[src/rtl/tsc_pkg.sv]
`timescale 1ns / 1ps

package tsc_pkg;

  localparam int TERMS     = 10;
  localparam int FRAC_BITS = 28;

  localparam int ANGLE_W = 32;
  localparam int VALUE_W = 32;
  localparam int CHUNK_W = 32;
  localparam int RECIP_W = 32;
  localparam int T_W     = 59;
  localparam int SUM_W   = 64;
  localparam int X2_W    = 63 - FRAC_BITS;
  localparam int B_W     = (X2_W > RECIP_W) ? X2_W : RECIP_W;
  localparam int P_W     = CHUNK_W + B_W;
  localparam int ACC_W   = T_W + B_W + 1;
  localparam int M_W     = $clog2(2 * TERMS);
  localparam int N_W     = $clog2(TERMS + 1);
  localparam int RECIP_N = 32;
  localparam int RIDX_W  = 5;

  localparam logic [T_W-1:0] MAG_MAX = {1'b1, {(T_W-1){1'b0}}};
  localparam logic [63:0]    RONE    = 64'd1 << 32;

  // reciprocal of (m+1)(m+2) with 32 fraction bits, rounded, indexed by m
  localparam logic [RECIP_W-1:0] RECIP_TAB [RECIP_N] = '{
    32'((RONE + 64'd1)   / 64'd2),
    32'((RONE + 64'd3)   / 64'd6),
    32'((RONE + 64'd6)   / 64'd12),
    32'((RONE + 64'd10)  / 64'd20),
    32'((RONE + 64'd15)  / 64'd30),
    32'((RONE + 64'd21)  / 64'd42),
    32'((RONE + 64'd28)  / 64'd56),
    32'((RONE + 64'd36)  / 64'd72),
    32'((RONE + 64'd45)  / 64'd90),
    32'((RONE + 64'd55)  / 64'd110),
    32'((RONE + 64'd66)  / 64'd132),
    32'((RONE + 64'd78)  / 64'd156),
    32'((RONE + 64'd91)  / 64'd182),
    32'((RONE + 64'd105) / 64'd210),
    32'((RONE + 64'd120) / 64'd240),
    32'((RONE + 64'd136) / 64'd272),
    32'((RONE + 64'd153) / 64'd306),
    32'((RONE + 64'd171) / 64'd342),
    32'((RONE + 64'd190) / 64'd380),
    32'((RONE + 64'd210) / 64'd420),
    32'((RONE + 64'd231) / 64'd462),
    32'((RONE + 64'd253) / 64'd506),
    32'((RONE + 64'd276) / 64'd552),
    32'((RONE + 64'd300) / 64'd600),
    32'((RONE + 64'd325) / 64'd650),
    32'((RONE + 64'd351) / 64'd702),
    32'((RONE + 64'd378) / 64'd756),
    32'((RONE + 64'd406) / 64'd812),
    32'((RONE + 64'd435) / 64'd870),
    32'((RONE + 64'd465) / 64'd930),
    32'((RONE + 64'd496) / 64'd992),
    32'((RONE + 64'd528) / 64'd1056)
  };

  typedef enum logic [1:0] {
    A_MAG  = 2'd0,
    A_T_LO = 2'd1,
    A_T_HI = 2'd2
  } a_sel_t;

  typedef enum logic [1:0] {
    B_MAG   = 2'd0,
    B_X2    = 2'd1,
    B_RECIP = 2'd2
  } b_sel_t;

  typedef enum logic [1:0] {
    MODE_X2  = 2'd0,
    MODE_TX2 = 2'd1,
    MODE_TRC = 2'd2
  } mode_t;

  typedef struct packed {
    logic   load;
    logic   issue;
    logic   start;
    a_sel_t a_sel;
    b_sel_t b_sel;
    mode_t  mode;
    logic   finish;
    logic   add_term;
    logic   latch_out;
  } tsc_cmd_t;

  typedef struct packed {
    logic t_hi_zero;
  } tsc_sts_t;

endpackage

[src/rtl/taylor_sine_cosine.sv]
// Each series step forms two products on one shared 32 x 35 multiplier, the term times x^2
//   and then times the reciprocal, and adds a second pass to either product whose term has
//   bits set above its low 32 bits.
// One item at a time: the next item is taken once the result is registered and the
//   controller is idle again, while that result may still wait in the output register.
// Reset: synchronous, active low; clears the controller state, out_valid and product valid.
`timescale 1ns / 1ps

module taylor_sine_cosine (
  input  logic                               clk,
  input  logic                               rst_n,
  input  logic                               in_valid,
  output logic                               in_ready,
  input  logic                               in_operation,
  input  logic signed [tsc_pkg::ANGLE_W-1:0] in_angle,
  output logic                               out_valid,
  input  logic                               out_ready,
  output logic signed [tsc_pkg::VALUE_W-1:0] out_value,
  output logic                               out_saturated
);
  import tsc_pkg::*;

  tsc_cmd_t cmd;
  tsc_sts_t sts;

  tsc_ctrl u_ctrl (
    .clk       (clk),
    .rst_n     (rst_n),
    .in_valid  (in_valid),
    .in_ready  (in_ready),
    .out_valid (out_valid),
    .out_ready (out_ready),
    .sts       (sts),
    .cmd       (cmd)
  );

  tsc_dpath u_dpath (
    .clk           (clk),
    .rst_n         (rst_n),
    .cmd           (cmd),
    .in_operation  (in_operation),
    .in_angle      (in_angle),
    .sts           (sts),
    .out_value     (out_value),
    .out_saturated (out_saturated)
  );

endmodule

[src/rtl/tsc_dpath.sv]
`timescale 1ns / 1ps

module tsc_dpath (
  input  logic                           clk,
  input  logic                           rst_n,
  input  tsc_pkg::tsc_cmd_t              cmd,
  input  logic                           in_operation,
  input  logic signed [tsc_pkg::ANGLE_W-1:0] in_angle,
  output tsc_pkg::tsc_sts_t              sts,
  output logic signed [tsc_pkg::VALUE_W-1:0] out_value,
  output logic                           out_saturated
);
  import tsc_pkg::*;

  localparam logic [SUM_W-1:0] SUM_MAX =
    {{(SUM_W-VALUE_W+1){1'b0}}, {(VALUE_W-1){1'b1}}};
  localparam logic [SUM_W-1:0] SUM_MIN =
    {{(SUM_W-VALUE_W+1){1'b1}}, {(VALUE_W-1){1'b0}}};
  localparam logic [VALUE_W-1:0] POS_LIM = {1'b0, {(VALUE_W-1){1'b1}}};
  localparam logic [VALUE_W-1:0] NEG_LIM = {1'b1, {(VALUE_W-1){1'b0}}};

  logic [ANGLE_W-1:0] angle_u;
  logic               xneg;
  logic [ANGLE_W-1:0] mag_in;

  logic [ANGLE_W-1:0] mag_r;
  logic [X2_W-1:0]    x2_r;
  logic [T_W-1:0]     t_r;
  logic               neg_r;
  logic [M_W-1:0]     m_r;
  logic [SUM_W-1:0]   sum_r;
  logic               ovf_r;
  mode_t              mode_r;
  logic [P_W-1:0]     prod_r;
  logic               hi_r;
  logic               pp_v_r;
  logic [ACC_W-1:0]   acc_r;
  logic signed [VALUE_W-1:0] out_value_r;
  logic               out_sat_r;

  logic [CHUNK_W-1:0] a_op;
  logic [B_W-1:0]     b_op;
  logic [P_W-1:0]     prod_nxt;
  logic [ACC_W-1:0]   acc_add;
  logic [ACC_W-1:0]   acc_half;
  logic [ACC_W-1:0]   q;
  logic               q_big;
  logic [T_W-1:0]     t_new;
  logic [SUM_W-1:0]   term;
  logic [VALUE_W-1:0] val_nxt;
  logic               sat_nxt;

  assign angle_u = in_angle;
  assign xneg    = angle_u[ANGLE_W-1];
  assign mag_in  = xneg ? (~angle_u + ANGLE_W'(1)) : angle_u;

  always_comb begin
    unique case (cmd.a_sel)
      A_MAG:   a_op = mag_r;
      A_T_LO:  a_op = t_r[CHUNK_W-1:0];
      A_T_HI:  a_op = CHUNK_W'(t_r[T_W-1:CHUNK_W]);
      default: a_op = '0;
    endcase
  end

  always_comb begin
    unique case (cmd.b_sel)
      B_MAG:   b_op = B_W'(mag_r);
      B_X2:    b_op = B_W'(x2_r);
      B_RECIP: b_op = B_W'(RECIP_TAB[RIDX_W'(m_r)]);
      default: b_op = '0;
    endcase
  end

  assign prod_nxt = P_W'(a_op) * P_W'(b_op);

  assign acc_add = acc_r + (hi_r ? (ACC_W'(prod_r) << CHUNK_W) : ACC_W'(prod_r));

  always_comb begin
    unique case (cmd.mode)
      MODE_TRC: acc_half = ACC_W'(1) << (RECIP_W - 1);
      default:  acc_half = ACC_W'(1) << (FRAC_BITS - 1);
    endcase
  end

  assign q     = (mode_r == MODE_TRC) ? (acc_add >> RECIP_W) : (acc_add >> FRAC_BITS);
  assign q_big = q > ACC_W'(MAG_MAX);
  assign t_new = q_big ? MAG_MAX : T_W'(q);
  assign term  = SUM_W'(t_r);

  always_comb begin
    priority if (ovf_r) begin
      val_nxt = $signed(sum_r) < 0 ? NEG_LIM : POS_LIM;
      sat_nxt = 1'b1;
    end else if ($signed(sum_r) > $signed(SUM_MAX)) begin
      val_nxt = POS_LIM;
      sat_nxt = 1'b1;
    end else if ($signed(sum_r) < $signed(SUM_MIN)) begin
      val_nxt = NEG_LIM;
      sat_nxt = 1'b1;
    end else begin
      val_nxt = sum_r[VALUE_W-1:0];
      sat_nxt = 1'b0;
    end
  end

  always_ff @(posedge clk) begin
    if (!rst_n) begin
      pp_v_r <= 1'b0;
    end else begin
      pp_v_r <= cmd.issue;
    end
  end

  always_ff @(posedge clk) begin
    if (cmd.load) begin
      mag_r <= mag_in;
      sum_r <= '0;
      ovf_r <= 1'b0;
      if (in_operation) begin
        t_r   <= T_W'(1) << FRAC_BITS;
        neg_r <= 1'b0;
        m_r   <= '0;
      end else begin
        t_r   <= T_W'(mag_in);
        neg_r <= xneg;
        m_r   <= M_W'(1);
      end
    end
    if (cmd.issue) begin
      prod_r <= prod_nxt;
      hi_r   <= (cmd.a_sel == A_T_HI);
    end
    if (cmd.start) begin
      acc_r  <= acc_half;
      mode_r <= cmd.mode;
    end else if (pp_v_r) begin
      acc_r <= acc_add;
    end
    if (cmd.add_term) begin
      sum_r <= neg_r ? (sum_r - term) : (sum_r + term);
    end
    if (cmd.finish) begin
      unique case (mode_r)
        MODE_X2: begin
          x2_r <= X2_W'(q);
        end
        MODE_TX2: begin
          t_r <= t_new;
          if (q_big) ovf_r <= 1'b1;
        end
        MODE_TRC: begin
          t_r   <= t_new;
          neg_r <= ~neg_r;
          m_r   <= m_r + M_W'(2);
          if (q_big) ovf_r <= 1'b1;
        end
        default: begin
        end
      endcase
    end
    if (cmd.latch_out) begin
      out_value_r <= val_nxt;
      out_sat_r   <= sat_nxt;
    end
  end

  assign sts.t_hi_zero = (t_r[T_W-1:CHUNK_W] == '0);
  assign out_value     = out_value_r;
  assign out_saturated = out_sat_r;

endmodule

[src/rtl/tsc_ctrl.sv]
`timescale 1ns / 1ps

module tsc_ctrl (
  input  logic               clk,
  input  logic               rst_n,
  input  logic               in_valid,
  output logic               in_ready,
  output logic               out_valid,
  input  logic               out_ready,
  input  tsc_pkg::tsc_sts_t  sts,
  output tsc_pkg::tsc_cmd_t  cmd
);
  import tsc_pkg::*;

  typedef enum logic [10:0] {
    S_IDLE      = 11'b000_0000_0001,
    S_X2_ISSUE  = 11'b000_0000_0010,
    S_X2_DRAIN  = 11'b000_0000_0100,
    S_TX2_LO    = 11'b000_0000_1000,
    S_TX2_HI    = 11'b000_0001_0000,
    S_TX2_DRAIN = 11'b000_0010_0000,
    S_TRC_LO    = 11'b000_0100_0000,
    S_TRC_HI    = 11'b000_1000_0000,
    S_TRC_DRAIN = 11'b001_0000_0000,
    S_LAST      = 11'b010_0000_0000,
    S_DONE      = 11'b100_0000_0000
  } state_t;

  localparam logic [N_W-1:0] N_LAST = N_W'(TERMS - 2);

  state_t         state_r, state_nxt;
  logic [N_W-1:0] n_r, n_nxt;
  logic           out_valid_r, out_valid_nxt;

  always_comb begin
    state_nxt     = state_r;
    n_nxt         = n_r;
    out_valid_nxt = out_valid_r & ~out_ready;
    cmd           = '0;
    unique case (state_r)
      S_IDLE: begin
        if (in_valid) begin
          cmd.load  = 1'b1;
          state_nxt = S_X2_ISSUE;
        end
      end
      S_X2_ISSUE: begin
        cmd.issue = 1'b1;
        cmd.start = 1'b1;
        cmd.a_sel = A_MAG;
        cmd.b_sel = B_MAG;
        cmd.mode  = MODE_X2;
        state_nxt = S_X2_DRAIN;
      end
      S_X2_DRAIN: begin
        cmd.finish = 1'b1;
        n_nxt      = '0;
        state_nxt  = (TERMS > 1) ? S_TX2_LO : S_LAST;
      end
      S_TX2_LO: begin
        cmd.add_term = 1'b1;
        cmd.issue    = 1'b1;
        cmd.start    = 1'b1;
        cmd.a_sel    = A_T_LO;
        cmd.b_sel    = B_X2;
        cmd.mode     = MODE_TX2;
        state_nxt    = sts.t_hi_zero ? S_TX2_DRAIN : S_TX2_HI;
      end
      S_TX2_HI: begin
        cmd.issue = 1'b1;
        cmd.a_sel = A_T_HI;
        cmd.b_sel = B_X2;
        state_nxt = S_TX2_DRAIN;
      end
      S_TX2_DRAIN: begin
        cmd.finish = 1'b1;
        state_nxt  = S_TRC_LO;
      end
      S_TRC_LO: begin
        cmd.issue = 1'b1;
        cmd.start = 1'b1;
        cmd.a_sel = A_T_LO;
        cmd.b_sel = B_RECIP;
        cmd.mode  = MODE_TRC;
        state_nxt = sts.t_hi_zero ? S_TRC_DRAIN : S_TRC_HI;
      end
      S_TRC_HI: begin
        cmd.issue = 1'b1;
        cmd.a_sel = A_T_HI;
        cmd.b_sel = B_RECIP;
        state_nxt = S_TRC_DRAIN;
      end
      S_TRC_DRAIN: begin
        cmd.finish = 1'b1;
        n_nxt      = n_r + N_W'(1);
        state_nxt  = (n_r == N_LAST) ? S_LAST : S_TX2_LO;
      end
      S_LAST: begin
        cmd.add_term = 1'b1;
        state_nxt    = S_DONE;
      end
      S_DONE: begin
        if (!out_valid_r || out_ready) begin
          cmd.latch_out = 1'b1;
          out_valid_nxt = 1'b1;
          state_nxt     = S_IDLE;
        end
      end
      default: begin
        state_nxt = S_IDLE;
      end
    endcase
  end

  always_ff @(posedge clk) begin
    if (!rst_n) begin
      state_r     <= S_IDLE;
      n_r         <= '0;
      out_valid_r <= 1'b0;
    end else begin
      state_r     <= state_nxt;
      n_r         <= n_nxt;
      out_valid_r <= out_valid_nxt;
    end
  end

  assign in_ready  = (state_r == S_IDLE);
  assign out_valid = out_valid_r;

endmodule

[config.mk]
export PLATFORM = sky130hd
export DESIGN_NAME = taylor_sine_cosine
export DESIGN_NICKNAME = d
export VERILOG_FILES = /design/src/rtl/tsc_pkg.sv /design/src/rtl/taylor_sine_cosine.sv /design/src/rtl/tsc_dpath.sv /design/src/rtl/tsc_ctrl.sv
export SDC_FILE = /design/constraint.sdc
export NUM_CORES = 2
export LEC_CHECK = 0
export CAP_MARGIN = 40
export CORE_UTILIZATION = 44
export CTS_BUF_LIST = sky130_fd_sc_hd__clkbuf_8
export CTS_CLUSTER_SIZE = 24
export DETAILED_ROUTE_END_ITERATION = 10
export DONT_BUFFER_PORTS = 1
export PLACE_DENSITY = 0.64
export RECOVER_POWER = 50
export SYNTH_ARGS = -nofsm -noshare
export SYNTH_HDL_FRONTEND = slang
export SYNTH_SLANG_ARGS = --single-unit
[constraint.sdc]
create_clock -name clk -period 16.5 [get_ports clk]
set_input_delay 2.475 -clock clk [delete_from_list [all_inputs] [get_ports clk]]
set_output_delay 2.475 -clock clk [all_outputs]
set_load 0.005 [all_outputs]
==> summary.md <==
| Metric | Value |
|---|---|
| Status | `finished with violations` |
| Failing checks | `capacitance limit, slew limit` |
| First-pass GRT wire length | `~370000 µm` |
| Commonest cells post-synth | `1082 x inv_1, 988 x fa_1, 983 x nor2_1` |
| Initial Utilization | `roughly 44%` |
| Port Buf Inserts | `0` |
| Pre-CTS setup slack | `roughly 4.0 ns` |
| Placed cell count | `9259` |
| HP Class | `reg -> reg` |
| All-Layer GR Usage | `33.2%` |
| Post-synthesis sequential area ratio | `between 10% and 20%` |
| Unrepaired setup endpoints after global routing | `false` |
| Final period util | `between 70% and 80%` |
| Detailed-route vias per instance | `between 6 and 7` |
| TritonCTS Buffers | `70` |
| Final hold slack | `a little over 0.5 ns` |
| # rows | `about 140` |
| Clock buffer depth | `3` |
| Most used cell along the critical path | `fa_1` |
| Routed length per instance | `roughly 27 µm` |
| Antenna violations before repair | `22` |
| Crit end category | `flop` |
| DRT Pass-1 Iters | `7` |
| Mapped cell area | `approximately 0.066 mm²` |
| Post-route non-filler standard cell count | `around 9400` |
| Root Buffer | `clkbuf_8` |
| CTS tree | `yes` |
| Slew headroom | `-155%` |
| Core area | `around 0.15 mm²` |
| Clk sinks | `a little over 400` |
| Setup Crit Path Kind | `reg -> reg` |
| Worst-margin pin slew | `~3.8 ns` |
| Critical path arrival | `~13 ns` |
| Dominant cells by area after synthesis | `fa_1 30%, edfxtp_1 15%, ha_1 8.4%` |
| Total Nets Final | `slightly below 9000` |
| Crit path largest cell delay | `0.72 ns` |
| Vias | `~57000` |
| Main synth FF type | `edfxtp_1` |
| Crit Path Max Fanout | `55` |
| CP top delay family | `adder cells` |
| Vias in the first global route | `55488` |
| Setup ws final | `around 3.7 ns` |
| Chip height | `between 300 and 400 µm` |
| Maximum Capacitance Violations | `9` |
| Yosys cell types | `between 100 and 150` |
| DRT antenna net count | `0` |
| Synth Register Bits | `~410` |
| Post-CTS setup buffers | `0` |
| Final hold vios | `0` |
| IO Count | `roughly 70` |
| Min cycle time layout | `roughly 13 ns` |
| Slowest library cell on the worst path | `a2111oi_0` |
| DRT iter0 DRCs | `about 6300` |
| DRC Markers | `0` |
| Endpoints failing setup | `0` |
| Setup tns final | `0 ns` |
| Largest area contributor in the synthesized netlist | `fa_1` |
| Number of gates resized after CTS | `0` |
| Layout cells sized above 1 | `6.05%` |
| Worst EP required | `roughly 17 ns` |
| Yosys warning count | `0` |
| CP Launch Type | `flop` |
| Pin count of the biggest net entering global routing | `70` |
| Routability cong. | `between 1 and 1.5` |
| Later-pin clock latency in the skew report | `between 0.7 and 0.8 ns` |
| EDFF count, synth | `between 300 and 400` |
| Clock Skews | `around 0.043 ns` |
| Die ar. | `around 0.15 mm²` |
| Final slew viol count | `376` |
| Chip Width | `about 390 µm` |
| Layout fillers | `about 14000` |
| Total Wirelength | `around 250000 µm` |
| Area Overhead vs Synth | `6.27%` |
| HPWL Detailed | `198000 µm` |
| Area of the multi-input gates | `about 0.05 mm²` |
| Most common cell in the netlist | `inv_1` |
| Mapped Avg Cell Area | `just under 9 µm²` |
| Post-Synthesis Cells | `roughly 7600` |
| Worst-path clk slew | `about 0.070 ns` |
| Post-Syn Nets | `between 9000 and 10000` |
| WP buf/inv | `5` |
| F_max | `around 78 MHz` |
| Htree depth | `3` |
| Hold_buf cts | `0` |
| Gr ovfl total | `0` |
| Post-synth top area share | `30.1%` |
| Share of synthesized registers carrying an async set or reset | `0%` |
| Reg area | `~0.012 mm²` |
-- placed cells by master, fill, tap and decap left out, drive strengths merged, types with 32 or more instances in the layout --
master     n
a211oi    51
a21o     140
a21oi    394
a221o     34
a22o      40
a31oi     32
and2     104
and3      33
buf      162
clkbuf    90
dfxtp     82
edfxtp   330
fa       988
ha       442
inv     1112
mux2      40
nand2    983
nand2b    64
nand3     69
nand4     76
nor2     984
nor2b     59
nor3      82
nor4      42
o21a      39
o21ai    245
o31ai     58
xnor2    196
xor2      94
-- worst min-delay path: stages, from the launching register on --
cell,delay (ns)
dfxtp_1,0.34
nand3_1,0.08
a21oi_1,0.05
-- logic make-up (layout without fill, tap and decap cells) --
kind of cell	Yosys count	after routing	synth area share, %
simple gates	2608	2608	17.3
buf+inv	1497	1386	8.66
fa+ha+maj	1430	1430	38.5
compound gates	1266	1266	13.0
flops	412	412	17.6
xor+xnor	290	290	3.89
mux	67	67	1.13
other cells	0	17	0
-- per-layer routing --
layer	share of wire, %	vias up	GRT usage, %
met5	0.012	-	0
met4	5.6	6	15.5
met3	12	595	9.41
met2	43	3247	48.8
li1	-	24288	-
met1	40	28401	45.1
-- flip-flops by register name, indices dropped and copies added, names as in the netlist, 2 cells and up --
register,cells
u_dpath.acc_r,95
u_dpath.prod_r,67
u_dpath.sum_r,64
u_dpath.t_r,59
u_dpath.x2_r,35
u_dpath.mag_r,32
u_dpath.out_value,32
u_ctrl.state_r,11
u_dpath.m_r,5
u_ctrl.n_r,4
u_dpath.mode_r,2
-- through the flow --
step / instance area [µm²] / utilization [%]
after floorplan: 65700 / -
after global placement: 68000 / 46.0
after detailed placement: 68500 / 46.3
after CTS: 69900 / 47.2
after global routing: 69800 / 47.2
final: 69900 / 47.2
-- final cells by class --
class                           instances  area share [%]
Sequential cell                       412            16.5
Timing Repair Buffer                  175            2.19
Inverter                             1083            5.82
Antenna cell                           17          0.0609
Multi-Input combinational cell       5661            69.9
Clock buffer                           78            1.54
Tap cell                             1930            3.46
Clock inverter                         50           0.455
-- worst paths after layout --
check | start | endpoint | slack (ns) | cells past startpoint
worst min register to register | u_ctrl.n_r[1]$_SDFFE_PN0P_ | u_ctrl.n_r[1]$_SDFFE_PN0P_ | 0.51 | 2
worst max register to register | u_ctrl.state_r[10]$_SDFFE_PN0P_ | u_dpath.prod_r[64]$_DFFE_PP_ | 3.66 | 37
worst max-delay path | u_ctrl.state_r[10]$_SDFFE_PN0P_ | u_dpath.prod_r[64]$_DFFE_PP_ | 3.66 | 37
worst min-delay path | u_ctrl.n_r[1]$_SDFFE_PN0P_ | u_ctrl.n_r[1]$_SDFFE_PN0P_ | 0.51 | 2
Power is left out: the tool's default activity adds up to more than one toggle a clock period on the data nets, which glitch-free logic cannot reach.
